## config.mk

```make
export PLATFORM = sky130hd
export DESIGN_NAME = filled_circle_span_generator
export DESIGN_NICKNAME = d
export VERILOG_FILES = /design/src/rtl/core/fcsg_pkg.sv /design/src/rtl/core/fcsg_isqrt.sv /design/src/rtl/core/filled_circle_span_generator.sv
export SDC_FILE = /design/constraint.sdc
export NUM_CORES = 1
export LEC_CHECK = 0
export ABC_AREA = 1
export BUFFER_PORTS_ARGS = -buffer_cell sky130_fd_sc_hd__buf_2
export CORE_AREA = 4 4 162 164
export DETAILED_ROUTE_END_ITERATION = 10
export DIE_AREA = 0 0 166 168
export GPL_ROUTABILITY_DRIVEN = 0
export SYNTH_ARGS = -nofsm -noshare
export SYNTH_HDL_FRONTEND = slang
export SYNTH_SLANG_ARGS = --single-unit
```

## constraint.sdc

```tcl
create_clock -name aclk -period 5.3 [get_ports aclk]
set_input_delay 0.53 -clock aclk [delete_from_list [all_inputs] [get_ports aclk]]
set_output_delay 0.53 -clock aclk [all_outputs]
set_load 0.01 [all_outputs]
```

## src/rtl/core/fcsg_pkg.sv

```systemverilog
`timescale 1ns / 1ps
// Shared types and constants for the filled circle span generator.
package fcsg_pkg;

    localparam int RADIUS_W        = 7;
    localparam int ROOT_W          = RADIUS_W;
    localparam int PROD_W          = 2 * RADIUS_W;
    localparam int COLOR_W         = 32;
    localparam int COORD_WIDTH_DEF = 12;
    localparam int RADIUS_MAX_DEF  = 64;

    typedef enum logic [1:0] {
        ST_IDLE,
        ST_MUL,
        ST_ROOT,
        ST_OUT
    } fcsg_state_t;

    typedef struct packed {
        logic              done;
        logic [ROOT_W-1:0] root;
    } fcsg_root_t;

endpackage

```

## src/rtl/core/fcsg_isqrt.sv

```systemverilog
`timescale 1ns / 1ps
// Iterative integer square root, one result bit per cycle.
module fcsg_isqrt
    import fcsg_pkg::*;
(
    input  logic              aclk,
    input  logic              aresetn,
    input  logic              start,
    input  logic [PROD_W-1:0] operand,
    output fcsg_root_t        result
);

    localparam int REM_W = ROOT_W + 3;
    localparam int CNT_W = $clog2(ROOT_W);

    logic [REM_W-1:0]  rem_reg, rem_next;
    logic [ROOT_W-1:0] q_reg, q_next;
    logic [PROD_W-1:0] rad_reg, rad_next;
    logic [CNT_W-1:0]  cnt_reg, cnt_next;
    logic              busy_reg, busy_next;
    logic              done_reg, done_next;

    logic [REM_W-1:0]  rem_sh;
    logic [REM_W-1:0]  trial;
    logic              ge;

    // bring down the next bit pair and try (2q << 1) | 1
    assign rem_sh = {rem_reg[REM_W-3:0], rad_reg[PROD_W-1 -: 2]};
    assign trial  = {1'b0, q_reg, 2'b01};
    assign ge     = (rem_sh >= trial);

    always_comb begin
        rem_next  = rem_reg;
        q_next    = q_reg;
        rad_next  = rad_reg;
        cnt_next  = cnt_reg;
        busy_next = busy_reg;
        done_next = 1'b0;
        if (start) begin
            rem_next  = '0;
            q_next    = '0;
            rad_next  = operand;
            cnt_next  = CNT_W'(ROOT_W - 1);
            busy_next = 1'b1;
        end else if (busy_reg) begin
            rem_next = ge ? (rem_sh - trial) : rem_sh;
            q_next   = {q_reg[ROOT_W-2:0], ge};
            rad_next = {rad_reg[PROD_W-3:0], 2'b00};
            cnt_next = cnt_reg - 1'b1;
            if (cnt_reg == '0) begin
                busy_next = 1'b0;
                done_next = 1'b1;
            end
        end
    end

    always_ff @(posedge aclk) begin
        if (!aresetn) begin
            busy_reg <= 1'b0;
            done_reg <= 1'b0;
        end else begin
            busy_reg <= busy_next;
            done_reg <= done_next;
        end
        rem_reg <= rem_next;
        q_reg   <= q_next;
        rad_reg <= rad_next;
        cnt_reg <= cnt_next;
    end

    assign result.done = done_reg;
    assign result.root = q_reg;

endmodule

```

## src/rtl/core/filled_circle_span_generator.sv

```systemverilog
`timescale 1ns / 1ps
// Filled circle span generator: sequencer, span arithmetic and result register.
//
//  channel | direction | ports                                          | handshake
//  s_      | in        | center_x, center_y, radius, fill_color         | s_valid/s_ready
//  m_      | out       | row_below, row_above, span_left, span_right,   | m_valid/m_ready
//          |           | color_out, last_span                           |
//
// Each span pair runs through the multiply, the bit-serial square root unit,
// a load of the result register and the hand-over in the output state.
// s_ready is high only while idle; a zero radius returns to idle at once.
// A stalled m_ready holds the sequencer in the output state.
// Reset clears the sequencer and the square root unit's control.
module filled_circle_span_generator
    import fcsg_pkg::*;
#(
    parameter int RADIUS_MAX  = RADIUS_MAX_DEF,
    parameter int COORD_WIDTH = COORD_WIDTH_DEF
) (
    input  logic                          aclk,
    input  logic                          aresetn,

    input  logic                          s_valid,
    output logic                          s_ready,
    input  logic signed [COORD_WIDTH-1:0] s_center_x,
    input  logic signed [COORD_WIDTH-1:0] s_center_y,
    input  logic        [RADIUS_W-1:0]    s_radius,
    input  logic        [COLOR_W-1:0]     s_fill_color,

    output logic                          m_valid,
    input  logic                          m_ready,
    output logic signed [COORD_WIDTH:0]   m_row_below,
    output logic signed [COORD_WIDTH:0]   m_row_above,
    output logic signed [COORD_WIDTH:0]   m_span_left,
    output logic signed [COORD_WIDTH:0]   m_span_right,
    output logic        [COLOR_W-1:0]     m_color_out,
    output logic                          m_last_span
);

    localparam int OW = COORD_WIDTH + 1;

    fcsg_state_t state_reg, state_next;

    logic [COORD_WIDTH-1:0] cx_reg, cx_next;
    logic [COORD_WIDTH-1:0] cy_reg, cy_next;
    logic [RADIUS_W-1:0]    r_reg, r_next;
    logic [RADIUS_W-1:0]    dy_reg, dy_next;
    logic [COLOR_W-1:0]     color_reg, color_next;

    logic [OW-1:0]          row_below_reg, row_below_next;
    logic [OW-1:0]          row_above_reg, row_above_next;
    logic [OW-1:0]          left_reg, left_next;
    logic [OW-1:0]          right_reg, right_next;
    logic                   last_reg, last_next;

    logic [RADIUS_W-1:0]    r_sat;
    logic [RADIUS_W:0]      two_r_minus_dy;
    logic [PROD_W-1:0]      prod_full;
    logic                   sqrt_start;
    fcsg_root_t             root;

    logic [OW-1:0]          cx_ext, cy_ext, r_ext, dy_ext, dx_ext;

    assign r_sat = (int'(s_radius) > RADIUS_MAX) ? RADIUS_W'(RADIUS_MAX) : s_radius;

    // dy * (2r - dy) never exceeds r*r, so it fits the operand width
    assign two_r_minus_dy = {r_reg, 1'b0} - {1'b0, dy_reg};
    assign prod_full      = PROD_W'(dy_reg) * PROD_W'(two_r_minus_dy);

    assign cx_ext = {cx_reg[COORD_WIDTH-1], cx_reg};
    assign cy_ext = {cy_reg[COORD_WIDTH-1], cy_reg};
    assign r_ext  = {{(OW-RADIUS_W){1'b0}}, r_reg};
    assign dy_ext = {{(OW-RADIUS_W){1'b0}}, dy_reg};
    assign dx_ext = {{(OW-ROOT_W){1'b0}}, root.root};

    fcsg_isqrt u_isqrt (
        .aclk    (aclk),
        .aresetn (aresetn),
        .start   (sqrt_start),
        .operand (prod_full),
        .result  (root)
    );

    always_comb begin
        state_next     = state_reg;
        cx_next        = cx_reg;
        cy_next        = cy_reg;
        r_next         = r_reg;
        dy_next        = dy_reg;
        color_next     = color_reg;
        row_below_next = row_below_reg;
        row_above_next = row_above_reg;
        left_next      = left_reg;
        right_next     = right_reg;
        last_next      = last_reg;
        s_ready        = 1'b0;
        m_valid        = 1'b0;
        sqrt_start     = 1'b0;
        case (state_reg)
            ST_IDLE: begin
                s_ready = 1'b1;
                if (s_valid) begin
                    cx_next    = s_center_x;
                    cy_next    = s_center_y;
                    r_next     = r_sat;
                    dy_next    = RADIUS_W'(1);
                    color_next = s_fill_color;
                    if (r_sat != '0) begin
                        state_next = ST_MUL;
                    end
                end
            end
            ST_MUL: begin
                sqrt_start = 1'b1;
                state_next = ST_ROOT;
            end
            ST_ROOT: begin
                if (root.done) begin
                    row_below_next = cy_ext + r_ext - dy_ext;
                    row_above_next = cy_ext - r_ext + dy_ext;
                    left_next      = cx_ext - dx_ext;
                    right_next     = cx_ext + dx_ext;
                    last_next      = (dy_reg == r_reg);
                    state_next     = ST_OUT;
                end
            end
            ST_OUT: begin
                m_valid = 1'b1;
                if (m_ready) begin
                    if (last_reg) begin
                        state_next = ST_IDLE;
                    end else begin
                        dy_next    = dy_reg + 1'b1;
                        state_next = ST_MUL;
                    end
                end
            end
            default: begin
                state_next = ST_IDLE;
            end
        endcase
    end

    always_ff @(posedge aclk) begin
        if (!aresetn) begin
            state_reg <= ST_IDLE;
        end else begin
            state_reg <= state_next;
        end
        cx_reg        <= cx_next;
        cy_reg        <= cy_next;
        r_reg         <= r_next;
        dy_reg        <= dy_next;
        color_reg     <= color_next;
        row_below_reg <= row_below_next;
        row_above_reg <= row_above_next;
        left_reg      <= left_next;
        right_reg     <= right_next;
        last_reg      <= last_next;
    end

    assign m_row_below  = row_below_reg;
    assign m_row_above  = row_above_reg;
    assign m_span_left  = left_reg;
    assign m_span_right = right_reg;
    assign m_color_out  = color_reg;
    assign m_last_span  = last_reg;

endmodule

```

# After elaboration in Yosys (flattened, before gate mapping)
# Cells that the tools add are included.
[op_classes] n_addsub=10 multipliers=1 n_lt_le_gt_ge=2 eq_ne=9 mux=21 bitwise_logic=2 reduce_logical=10
[op_table] op="$mux 14" n=2
[op_table] op="$mux 7" n=4
[op_table] op="$add 12x8->13" n=2
[op_table] op="$sub 12x8->13" n=2
[op_table] op="$mul 7x8->14" n=1
[op_table] op="$pmux 7 s2" n=1
[op_table] op="$add 13x7->13" n=1
[op_table] op="$sub 13x7->13" n=1
[op_table] op="$ge 10x9->1" n=1
[op_table] op="$mux 1" n=8
[op_table] op="$mux 2" n=4
[op_table] op="$mux 8" n=1
[op_table] op="$ne 2x2->1 const B" n=4
[op_table] op="$pmux 2 s4" n=1
[op_table] op="$reduce_and 4->1" n=2
[op_table] op="$sub 8x7->8" n=1
[op_table] op="$sub 8x8->8" n=1
[op_table] op="$add 7x1->7 const B" n=1
[op_table] op="$eq 7x7->1" n=1
[op_table] op="$gt 7x7->1 const B" n=1
[op_table] op="$reduce_bool 7->1" n=1
[op_table] op="$eq 2x2->1 const B" n=2
[op_table] op="$reduce_and 2->1" n=2
[op_table] op="$reduce_bool 2->1" n=2
[op_table] op="other kinds (7)" n=8
[word_totals] regBits=159 in_bits=67 out_inout_bits=87 wordCells=72

# Depth between registers and ports, before layout
# Gate-level depths: netlist of run 1.
[logic_depth] ltp_word=6 ltp_mapped=25

# By module
# A second synthesis of run 1 with hierarchy kept.
[unflattened] cells_unflattened=1066 area_unflattened_um2=10226.1
[modules_own_cells] mod="filled_circle_span_generator" n_inst=1 cells_per_inst=825 area_per_inst_um2=8373.0 seq_area_each_um2=3673.5
[modules_own_cells] mod="fcsg_isqrt" n_inst=1 cells_per_inst=241 area_per_inst_um2=1853.0 seq_area_each_um2=820.8

# Worst setup path before layout of run 1
# No wires, ideal clock.
[synth_timing] path_type="register to register" from="register dy_reg[3]" to="register u_isqrt.rad_reg[11], data pin" arrival_time_ps=5090 required_ps=5046 setup_slack_ps=-44 stages_incl_launch_ff=25 synth_period_minus_slack_ps=5344 path_cell_list="edfxtp_1 > inv_1 > clkbuf_1 > ha_1 > a21oi_1 > o21ai_1 > nand2_1 > nand2_1 > a21oi_2 > xor2_2 > nor2_1 > fa_1 > fa_1 > fa_1 > inv_1 > fa_1 > inv_1 > ha_1 > nand2_1 > o21ai_0 > inv_1 > a21oi_1 > o21ai_0 > nand3_1 > nand2_1"
[synth_via] elab_chain_cells=3
[synth_lines] element="start: declaration" line_no="filled_circle_span_generator.sv:47" source="logic [RADIUS_W-1:0] dy_reg, dy_next;"
[synth_lines] element="start signal: assignment" line_no="filled_circle_span_generator.sv:153" source="dy_reg <= dy_next;"
[synth_lines] element="$sub 8x7->8" line_no="filled_circle_span_generator.sv:67" source="assign two_r_minus_dy = {r_reg, 1'b0} - {1'b0, dy_reg};"
[synth_lines] element="$mul 7x8->14 *" line_no="filled_circle_span_generator.sv:68" source="assign prod_full = PROD_W'(dy_reg) * PROD_W'(two_r_minus_dy);"
[synth_lines] element="$mux 14 *" line_no="fcsg_isqrt.sv:39" source="if (start) begin"
[synth_lines] element="net u_isqrt.rad_next[11]" line_no="fcsg_isqrt.sv:18" source="logic [PROD_W-1:0] rad_reg, rad_next;"
[synth_lines] element="end signal: assignment" line_no="fcsg_isqrt.sv:67" source="rad_reg <= rad_next;"
[synth_lines] element="end: declaration" line_no="fcsg_isqrt.sv:18"
# Mark *: on every way through the listed nets, which the timed path passes. The rest lies on a longest branch.
# A chain may end at the register's enable or synchronous reset.

# Final worst setup path of run 1
[layout_timing] from="register dy_reg[1]" to="register u_isqrt.rad_reg[8], data pin"
# Same word-level chain as after synthesis.

==> impl_results.md, run 1 <==
- Num CTS Buffers: 17
- Delay-heaviest family, CP: adder cells
- Initial DRC count: around 370
- Share of post-route cells with drive strength above 1: 0.205
- Final Util: 0.471
- Clock-pin slew on the worst setup and hold paths: approximately 0.070 ns
- Reg2reg setup slack: ~0.25 ns
- Top Ports: about 150
- Reg2reg path depth: 19
- Standard-cell rows: 58
- Ys Warns: 0
- Area growth, synth to finish: 19.7%
- Syn avg cell area: 10.1 um2
- Final period util: 0.952
- Die H: ~170 um
- Core area: between 20000 and 25000 um2
- CTS H-tree depth: 4
- Final hold violations: 0
- Final count of negative-setup-slack endpoints: 0
- Initial Util: 0.393
- WL met1: about 9.7 mm
- WL met2: around 11 mm
- Worst hold start: s_fill_color[19]
- Reg2reg end: u_isqrt.rad_reg[8]$_DFFE_PP_
- WL final: about 22 mm
- Synth Instances: just under 1000
- Post-synthesis cell area: 9790 um2
- Max reg flops: 32
- CTS tree: yes
- Seq cells post-synth: ~160
- Syn_nets: around 1200
- CP max stage delay: 0.54 ns
- Die area: approximately 28000 um2
- Met3 routed WL: 932 um
- DP Area: roughly 11000 um2
- All-Layer GR Usage: 0.155
- Top layer in use: met4
- Critical path, cell by cell: clkinv_1, ha_1, nand3_2, nand2_1, a31oi_4, xor2_2, nor2_1, fa_1, fa_1, fa_1, inv_1, fa_1, inv_1, ha_1, a21oi_2, o21ai_0, a21oi_1, xor2_1, o21ai_0
- Slew @ Worst Pin: approximately 1.1 ns
- Slew Limit Fails: 0
- Largest net degree at the start of global routing: 52
- Nets: ~1400
- Clock skew: approximately 0.0073 ns
- Post-synth EDFFs: between 100 and 150
- Skew-Pair Late Insertion Delay: 0.43 ns
- Ys async rst share: 0
- Number of global-route vias before repair: 6994
- Hold_ws: approximately 0.27 ns
- R2r startpoint: dy_reg[1]$_SDFFCE_PN0P_
- Synth Flop Type: edfxtp_1
- CTS root buf: clkbuf_16
- Element type at the critical path end: flop
- Sink Count: about 160
- Final HPWL DP: roughly 17 mm
- Synth cell types: 47
- Req. time, crit path: around 5.5 ns
- Final worst path period need: ~5 ns
- Antenna viol nets, final: 0
- Normalized max-slew margin: 0.281
- # hold bufs at CTS: 0
- WHS Endpoint: m_color_out[19]$_DFFE_PP_
- Antenna diodes: 0
- Status: complete, no violations
- Class of the worst hold path: in -> reg
- Slowest-stage cell, CP: fa_1
- Setup_tns: 0 ns
- Sequential fraction of the synthesis area: 0.459
- Fmax: just under 0.2 GHz
- Overflow after GRT: 0
- DR vias: between 7000 and 8000
- DR pass1 iterations: 5
- WP data arrival: 5.20 ns
- CP Max Fanout: 5
- Max Cap Viol: 0
- Final instance area: ~12000 um2
- Critical path's most frequent cell: fa_1
- Drt via density: 4.68
- Crit Path Class: reg -> reg
- Die W: about 170 um
- DRC errors left: 0
- Min-Delay Path Depth: 1
- CP Launch Type: flop
- Initial antenna violation count: 0
- Number of buffers and inverters on the critical path: 3
- Clock Path Buffers: 2
- I/O Buffers: between 150 and 200
- First-pass GRT wire length: around 35 mm
- Drt wl/cell: approximately 14 um
[layer usage]
layer,GRT usage,vias to the layer above
li1,-,3572
met1,0.201,3266
met2,0.272,161
met3,0.0293,16
met4,0.0352,0
met5,0,-
[layout make-up]
| type | instances | area (um2) |
|---|---|---|
| flip-flops and latches | 157 | 4490 |
| clock buffers | 18 | 429 |
| clock inverters | 14 | 155 |
| well taps | 330 | 413 |
| fillers | 2351 | 13200 |
| multi-input cells | 634 | 4640 |
| repair buffers | 179 | 961 |
| inverters | 167 | 629 |
[worst register-to-register path, cell delays in order (launching register included)]
cell and delay [ns]:
edfxtp_1 0.46, clkinv_1 0.13, ha_1 0.32, nand3_2 0.08, nand2_1 0.13, a31oi_4 0.18, xor2_2 0.20, nor2_1 0.08
fa_1 0.52, fa_1 0.44, fa_1 0.54, inv_1 0.05, fa_1 0.52, inv_1 0.04, ha_1 0.36, a21oi_2 0.18
o21ai_0 0.13, a21oi_1 0.17, xor2_1 0.15, o21ai_0 0.08
[cells in the final DEF (no fill, tap or decap), types with 6 or more instances in the layout]
master     synthesis  layout
a21oi_1           56      53
a31oi_1            7       6
buf_2              3     153
buf_4              3      26
clkbuf_16          0      17
dfxtp_1           22      22
edfxtp_1         135     135
fa_1              45      45
ha_1              89      85
inv_1            160     158
nand2_1          162     162
nand3_1           32      32
nand4_1            9       9
nor2_1            87      87
nor3_1             9       9
o21ai_0           24      23
o21ai_1            8       8
o22ai_1            8       8
xnor2_1           17      16
xor2_1            41      41
[cells in the mapped netlist, types with 17 or more instances]
cell,number,area (um2)
nand3_1,32,160
nand2_1,162,608
xor2_1,41,359
edfxtp_1,135,4050
fa_1,45,901
dfxtp_1,22,440
a21oi_1,56,280
inv_1,160,601
ha_1,89,1110
xnor2_1,17,149
nor2_1,87,327
o21ai_0,24,120
[stage by stage]
stage | cells | worst slack (ns)
finish | 1499 | 0.253
global route | 1499 | -0.0484
CTS | 1496 | 0.0950
detailed placement | 1464 | 0.117
global placement | 1464 | 0.159
floorplan | 972 | 0.00919
[cell families after synthesis]
group	Yosys count	share of synthesized area
AOI/OAI and AO/OA	127	0.0751
xor gates and xnor gates	60	0.0552
adders and majority gates	134	0.206
buffers and inverters	181	0.0727
DFF	157	0.459
and+or+nand+nor	313	0.132
[how the worst max path moves through the flow]
stage,startpoint,endpoint,slack [ns],depth (start not counted)
after global placement,dy_reg[1]$_SDFFCE_PN0P_,u_isqrt.rad_reg[11]$_DFFE_PP_,0.16,23
final,dy_reg[1]$_SDFFCE_PN0P_,u_isqrt.rad_reg[8]$_DFFE_PP_,0.25,19
after global routing,dy_reg[1]$_SDFFCE_PN0P_,u_isqrt.rad_reg[11]$_DFFE_PP_,-0.05,22
after CTS,dy_reg[1]$_SDFFCE_PN0P_,u_isqrt.rad_reg[11]$_DFFE_PP_,0.1,23
after floorplan,dy_reg[4]$_SDFFCE_PN0P_,u_isqrt.rad_reg[11]$_DFFE_PP_,0.009,24
after detailed placement,dy_reg[1]$_SDFFCE_PN0P_,u_isqrt.rad_reg[11]$_DFFE_PP_,0.12,23
[repair_timing]
action | 4_1_cts | 5_1_grt
setup endpoints to repair | 0 | 7
resized for setup | 0 | 12
buffers inserted | 0 | 3
Power of run 1 is not shown: default switching activity piles up to over one toggle a cycle in this logic, so the estimate is an artifact.
==> run 2, diff against run 1 <==
--- a/config.mk
+++ b/config.mk
@@ -8,9 +8,11 @@
 export ABC_AREA = 1
 export BUFFER_PORTS_ARGS = -buffer_cell sky130_fd_sc_hd__buf_2
 export CORE_AREA = 4 4 162 164
+export CTS_CLUSTER_DIAMETER = 150
 export DETAILED_ROUTE_END_ITERATION = 10
 export DIE_AREA = 0 0 166 168
 export GPL_ROUTABILITY_DRIVEN = 0
+export PLACE_DENSITY = 0.71
 export SYNTH_ARGS = -nofsm -noshare
 export SYNTH_HDL_FRONTEND = slang
 export SYNTH_SLANG_ARGS = --single-unit
==> impl_results.md, run 2 (synthesis results as in run 1) <==
- Antenna viol nets, final: 0 (unchanged)
- DR pass1 iterations: 7 (was 5)
- Non-Filler Instances: 1495 (was 1499)
- Drt via density: 4.84 (was 4.68)
- Standard-cell rows: 58 (unchanged)
- Number of global-route vias before repair: 7212 (was 6994)
- Final hold violations: 0 (unchanged)
- Class of the worst hold path: in -> reg (unchanged)
- Crit Path Class: reg -> reg (unchanged)
- Status: complete, no violations (unchanged)
- Final HPWL DP: 16.7 mm (was 16.9 mm)
- DRC errors left: 0 (unchanged)
- Initial Util: 0.393 (unchanged)
- Placed cell count: 1459 (was 1464)
- Overflow after GRT: 0 (unchanged)
- Clock skew: 0.00802 ns (was 0.00729 ns)
- Reg2reg path depth: 22 (was 19)
- Max Cap Viol: 0 (unchanged)
- Share of post-route cells with drive strength above 1: 0.206 (was 0.205)
- Most frequent cells in the layout: nand2_1, inv_1, buf_2 (unchanged)
- All-Layer GR Usage: 0.155 (about the same)
- Min-Delay Path Depth: 1 (unchanged)
- Element type at the critical path end: flop (unchanged)
- CTS root buf: clkbuf_16 (unchanged)
- WL final: 21.7 mm (about the same)
- Max reg flops: 32 (unchanged)
- Slew Limit Fails: 0 (unchanged)
- Largest net degree at the start of global routing: 52 (unchanged)
- Worst setup margin: 0.256 ns (was 0.253 ns)
- CP Launch Type: flop (unchanged)
- Dpl ws: 0.00644 ns (was 0.117 ns)
- Slowest-stage cell, CP: fa_1 (unchanged)
- CTS tree: yes (unchanged)
- DR vias: 7230 (was 7015)
- Final count of negative-setup-slack endpoints: 0 (unchanged)
- Nets: 1352 (was 1357)
- Initial DRC count: 510 (was 367)
- Slew @ Worst Pin: 1.32 ns (was 1.08 ns)
- Clock Path Buffers: 2 (unchanged)
- WP data arrival: 5.23 ns (was 5.20 ns)
- Initial antenna violation count: 1 (was 0)
- CTS H-tree depth: 4 (unchanged)
- Die area: 27900 um2 (unchanged)
- First-pass GRT wire length: 35.4 mm (was 35.2 mm)
- Req. time, crit path: 5.48 ns (was 5.46 ns)
- Final worst path period need: 5.04 ns (was 5.05 ns)
- I/O Buffers: 153 (unchanged)
- Top Ports: 154 (unchanged)
- Skew-Pair Late Insertion Delay: 0.43 ns (about the same)
- # hold bufs at CTS: 0 (unchanged)
- CP max stage delay: 0.53 ns (was 0.54 ns)
- Sink Count: 157 (unchanged)
- Drt wl/cell: 14.5 um (about the same)
- Core area: 24900 um2 (unchanged)
- Hold_ws: 0.271 ns (was 0.272 ns)
- Critical path, cell by cell: inv_1, fa_2, o21ai_4, nand2_1, nand2_1, a21oi_2, xor2_2, buf_4, nor2_1, fa_1, fa_1, fa_1, ha_1, ha_1, inv_1, o21ai_0, a21oi_1, nand3_1, inv_1, nand3_1, nand3_1, nand2_1 (was clkinv_1, ha_1, nand3_2, nand2_1, a31oi_4, xor2_2, nor2_1, fa_1, fa_1, fa_1, inv_1, fa_1, inv_1, ha_1, a21oi_2, o21ai_0, a21oi_1, xor2_1, o21ai_0)
- Clock-pin slew on the worst setup and hold paths: 0.07 ns (about the same)
- Setup_tns: 0 ns (unchanged)
- CP Max Fanout: 5 (unchanged)
- Final period util: 0.952 (about the same)
- Die H: 168 um (unchanged)
- Fmax: 0.198 GHz (about the same)
- Commonest non-fill, non-tap cell in the layout: nand2_1 (unchanged)
- Num CTS Buffers: 17 (unchanged)
- Die W: 166 um (unchanged)
- Area growth, synth to finish: 19.9% (was 19.7%)
- Normalized max-slew margin: 0.117 (was 0.281)
run 2: cell types whose count changed in the layout (fill, tap and decap cells not counted), sizes merged:
cell / delta
buf: -5
clkinvlp: +3
clkbuf: -1
clkinv: -1
diode: +1
inv: -1
run 2: layer usage:
layer | vias to the layer above | part of all wire | track usage
li1 | 3577 | - | -
met1 | 3409 | 0.44 | 0.197
met2 | 214 | 0.49 | 0.264
met3 | 30 | 0.057 | 0.0394
met4 | 0 | 0.019 | 0.0456
met5 | - | 0 | 0
run 2: what timing repair did:
item / in CTS / in global routing
pin swaps: 0 / 3
gates resized for setup: 0 / 18
endpoints found under the setup margin: 2 / 7
cloned: 0 / 0
setup buffers: 1 / 2
endpoints found under the hold margin: 0 / 0
run 2: cell type report:
class                           count  area (um2)
Tap cell                          330         413
Clock inverter                     15         158
Fill cell                        2271       13200
Multi-Input combinational cell    634        4690
Sequential cell                   157        4490
Antenna cell                        1        2.50
Inverter                          167         629
Clock buffer                       17         425
Timing Repair Buffer              174         923
run 2: path summary, 6_finish.rpt:
| path | to | from | slack [ns] |
|---|---|---|---|
| setup / recovery | u_isqrt.rad_reg[13]$_DFFE_PP_ | r_reg[0]$_DFFE_PP_ | 0.26 |
| setup reg to reg | u_isqrt.rad_reg[13]$_DFFE_PP_ | r_reg[0]$_DFFE_PP_ | 0.26 |
| hold / removal | m_color_out[17]$_DFFE_PP_ | s_fill_color[17] | 0.27 |
| hold reg to reg | u_isqrt.rem_reg[6]$_SDFFE_PP0P_ | u_isqrt.rem_reg[6]$_SDFFE_PP0P_ | 0.47 |
run 2: metrics by stage:
| stage | area (um2) | util |
|---|---|---|
| finish | 11700 | 0.472 |
| global route | 11700 | 0.472 |
| CTS | 11600 | 0.467 |
| detailed placement | 11000 | 0.443 |
| global placement | 11000 | 0.443 |
| floorplan | 9790 | - |
run 2: worst max-delay path: cells and delay by family, from the launching register on:
kind	cells	cell delay, ns
and+or+nand+nor	7	0.58
buffers and inverters	4	0.45
AOI/OAI and AO/OA	4	0.60
DFF	1	0.41
xor gates and xnor gates	1	0.19
adders and majority gates	6	2.57
Power of run 2 is left out for the same reason.
==> run 3, diff against run 2 <==
--- a/config.mk
+++ b/config.mk
@@ -7,12 +7,14 @@
 export LEC_CHECK = 0
 export ABC_AREA = 1
 export BUFFER_PORTS_ARGS = -buffer_cell sky130_fd_sc_hd__buf_2
-export CORE_AREA = 4 4 162 164
+export CORE_AREA = 4 4 165 167
 export CTS_CLUSTER_DIAMETER = 150
+export CTS_CLUSTER_SIZE = 20
 export DETAILED_ROUTE_END_ITERATION = 10
-export DIE_AREA = 0 0 166 168
+export DIE_AREA = 0 0 169 171
 export GPL_ROUTABILITY_DRIVEN = 0
 export PLACE_DENSITY = 0.71
 export SYNTH_ARGS = -nofsm -noshare
 export SYNTH_HDL_FRONTEND = slang
+export SYNTH_HIERARCHICAL = 1
 export SYNTH_SLANG_ARGS = --single-unit
==> impl_results.md, run 3 <==
- Status: complete, no violations (unchanged)
- Crit Path Class: reg -> reg (unchanged)
- Slew @ Worst Pin: 1.13 ns (was 1.32 ns)
- Standard-cell rows: 59 (was 58)
- CTS tree: yes (unchanged)
- Die H: 171 um (was 168 um)
- Synth Instances: 1066 (was 972)
- Reg2reg path depth: 22 (unchanged)
- DR pass1 iterations: 5 (was 7)
- Seq cells post-synth: 157 (unchanged)
- Antenna viol nets, final: 0 (unchanged)
- Top Ports: 154 (unchanged)
- Cell with the most instances after synthesis: nand2_1 (unchanged)
- Non-Filler Instances: 1593 (was 1495)
- Reg2reg setup slack: 0.25 ns (was 0.26 ns)
- WP data arrival: 5.22 ns (was 5.23 ns)
- Drt wl/cell: 14.5 um (about the same)
- Antenna diodes: 0 (was 1)
- Sink Count: 157 (unchanged)
- WHS Endpoint: cy_reg[7]$_DFFE_PP_ (was m_color_out[17]$_DFFE_PP_)
- Number of global-route vias before repair: 7626 (was 7212)
- CTS H-tree depth: 4 (unchanged)
- Overflow after GRT: 0 (unchanged)
- Final hold violations: 0 (unchanged)
- Cell taking the most area after synthesis: edfxtp_1 (unchanged)
- Final instance area: 12100 um2 (was 11700 um2)
- Element type at the critical path end: flop (unchanged)
- Worst hold start: s_center_y[7] (was s_fill_color[17])
- Top cells by count, synth: nand2_1, inv_1, edfxtp_1 (unchanged)
- Leading post-synthesis cells by cell area: edfxtp_1, ha_1, fa_1 (unchanged)
- Min-Delay Path Depth: 1 (unchanged)
- Die W: 169 um (was 166 um)
- Nets: 1445 (was 1352)
- Normalized max-slew margin: 0.249 (was 0.117)
- DR vias: 7811 (was 7230)
- Ys async rst share: 0 (unchanged)
- Setup_tns: 0 ns (unchanged)
- Ys Warns: 6 (was 0)
- WL final: 23.0 mm (was 21.7 mm)
- Class of the worst hold path: in -> reg (unchanged)
- Die area: 28900 um2 (was 27900 um2)
- Fill count: 2371 (was 2271)
- Req. time, crit path: 5.48 ns (about the same)
- Reg2reg end: u_isqrt/rad_reg[11]$_DFFE_PP_ (was u_isqrt.rad_reg[13]$_DFFE_PP_)
- Initial DRC count: 463 (was 510)
- Commonest non-fill, non-tap cell in the layout: nand2_1 (unchanged)
- Largest net degree at the start of global routing: 52 (unchanged)
- Initial antenna violation count: 0 (was 1)
- I/O Buffers: 153 (unchanged)
- Num CTS Buffers: 17 (unchanged)
- Core area: 25800 um2 (was 24900 um2)
- Post-synth EDFFs: 135 (unchanged)
- Syn_nets: 1266 (was 1173)
- Initial Util: 0.397 (was 0.393)
- Share of post-route cells with drive strength above 1: 0.208 (was 0.206)
- Final count of negative-setup-slack endpoints: 0 (unchanged)
- Final worst path period need: 5.05 ns (was 5.04 ns)
- All-Layer GR Usage: 0.158 (was 0.155)
- DP Area: 11400 um2 (was 11000 um2)
- Final HPWL DP: 17.9 mm (was 16.7 mm)
- Placed cell count: 1553 (was 1459)
- Clock skew: 0.00737 ns (was 0.00802 ns)
- CP Max Fanout: 7 (was 5)
- Max reg flops: 32 (unchanged)
- Max Cap Viol: 0 (unchanged)
- Final period util: 0.952 (about the same)
- First-pass GRT wire length: 37.0 mm (was 35.4 mm)
- Sequential fraction of the synthesis area: 0.439 (was 0.459)
- Clock Path Buffers: 2 (unchanged)
- Clock-pin slew on the worst setup and hold paths: 0.07 ns (about the same)
- DRC errors left: 0 (unchanged)
- Syn avg cell area: 9.59 um2 (was 10.1 um2)
- Yosys top cell area share: 0.396 (was 0.414)
- Most frequent cells in the layout: nand2_1, inv_1, buf_2 (unchanged)
- Slew Limit Fails: 0 (unchanged)
- Final Util: 0.471 (was 0.472)
- Post-synthesis cell area: 10200 um2 (was 9790 um2)
- Synth Flop Type: edfxtp_1 (unchanged)
- Fmax: 0.198 GHz (about the same)
- CTS root buf: clkbuf_16 (unchanged)
- Drt via density: 4.90 (was 4.84)
- Area growth, synth to finish: 18.7% (was 19.9%)
- Skew-Pair Late Insertion Delay: 0.42 ns (was 0.43 ns)
- Synth cell types: 47 (unchanged)
- CP Launch Type: flop (unchanged)
- R2r startpoint: dy_reg[2]$_SDFFCE_PN0P_ (was r_reg[0]$_DFFE_PP_)
==> run 3: changes by cell type after synthesis, sizes merged, moves of 5 or more <==
cell   before  now
nor2       88   93
nand3      34   44
a21oi      58   52
o21ai      33   27
nand2     165  226
inv       163  194
==> run 3: metrics by stage <==
step / hold WS, ns / setup WS [ns]
6_report: 0.279 / 0.255
5_1_grt: 0.252 / -0.0273
4_1_cts: 0.260 / 0.0494
3_5_place_dp: 0.448 / 0.0533
3_3_place_gp: 0.444 / 0.188
2_1_floorplan: 0.430 / 0.0144
==> run 3: cells by family after synthesis <==
logic type | synth area share
AOI/OAI and AO/OA | 0.0656
xor gates and xnor gates | 0.0522
adders and majority gates | 0.196
buffers and inverters | 0.0830
DFF | 0.439
and+or+nand+nor | 0.164
==> run 3: per-layer routing <==
metal,track usage,share of wire
met5,0,0
met2,0.273,0.49
met3,0.0354,0.059
met4,0.0515,0.025
met1,0.198,0.43
==> run 3: how the worst max path moves through the flow <==
stage                                       start                       endpoint  slack (ns)  cells after the start
after global routing           r_reg[2]$_DFFE_PP_  u_isqrt/rad_reg[10]$_DFFE_PP_       -0.03                     24
after global placement         r_reg[0]$_DFFE_PP_  u_isqrt/rad_reg[12]$_DFFE_PP_        0.19                     25
final                     dy_reg[2]$_SDFFCE_PN0P_  u_isqrt/rad_reg[11]$_DFFE_PP_        0.25                     22
after CTS                      r_reg[0]$_DFFE_PP_  u_isqrt/rad_reg[12]$_DFFE_PP_        0.05                     25
after detailed placement       r_reg[0]$_DFFE_PP_  u_isqrt/rad_reg[12]$_DFFE_PP_        0.05                     25
after floorplan           dy_reg[3]$_SDFFCE_PN0P_  u_isqrt/rad_reg[13]$_DFFE_PP_        0.01                     25
==> run 3: cell type report <==
| cell class | count | area, um2 | area share |
|---|---|---|---|
| multi-input combinational | 694 | 4970 | 0.410 |
| tap | 335 | 419 | 0.0345 |
| inverter | 197 | 747 | 0.0615 |
| timing repair buffer | 178 | 953 | 0.0786 |
| sequential | 157 | 4490 | 0.370 |
| clock inverter | 13 | 115 | 0.00948 |
| clock buffer | 19 | 433 | 0.0357 |
==> run 3: critical path: stages, from the launching register on <==
cell and delay [ns]:
edfxtp_1 0.41, inv_2 0.08, ha_2 0.30, a21oi_2 0.18, nand2_4 0.11, xnor2_4 0.26, nor2_1 0.10, fa_1 0.53
inv_1 0.05, fa_1 0.48, inv_1 0.06, fa_1 0.52, inv_1 0.05, fa_1 0.52, inv_1 0.04, ha_1 0.36
a21oi_2 0.21, o21ai_1 0.12, nand2_1 0.08, nand3_1 0.08, xor2_1 0.15, nand2_1 0.06, nand2_1 0.05
==> run 3: what timing repair did <==
action | CTS | global route
gates resized for setup | 0 | 24
hold buffers | 0 | 0
setup buffers | 0 | 8
endpoints found under the setup margin | 0 | 7
Power of run 3 is left out for the same reason.
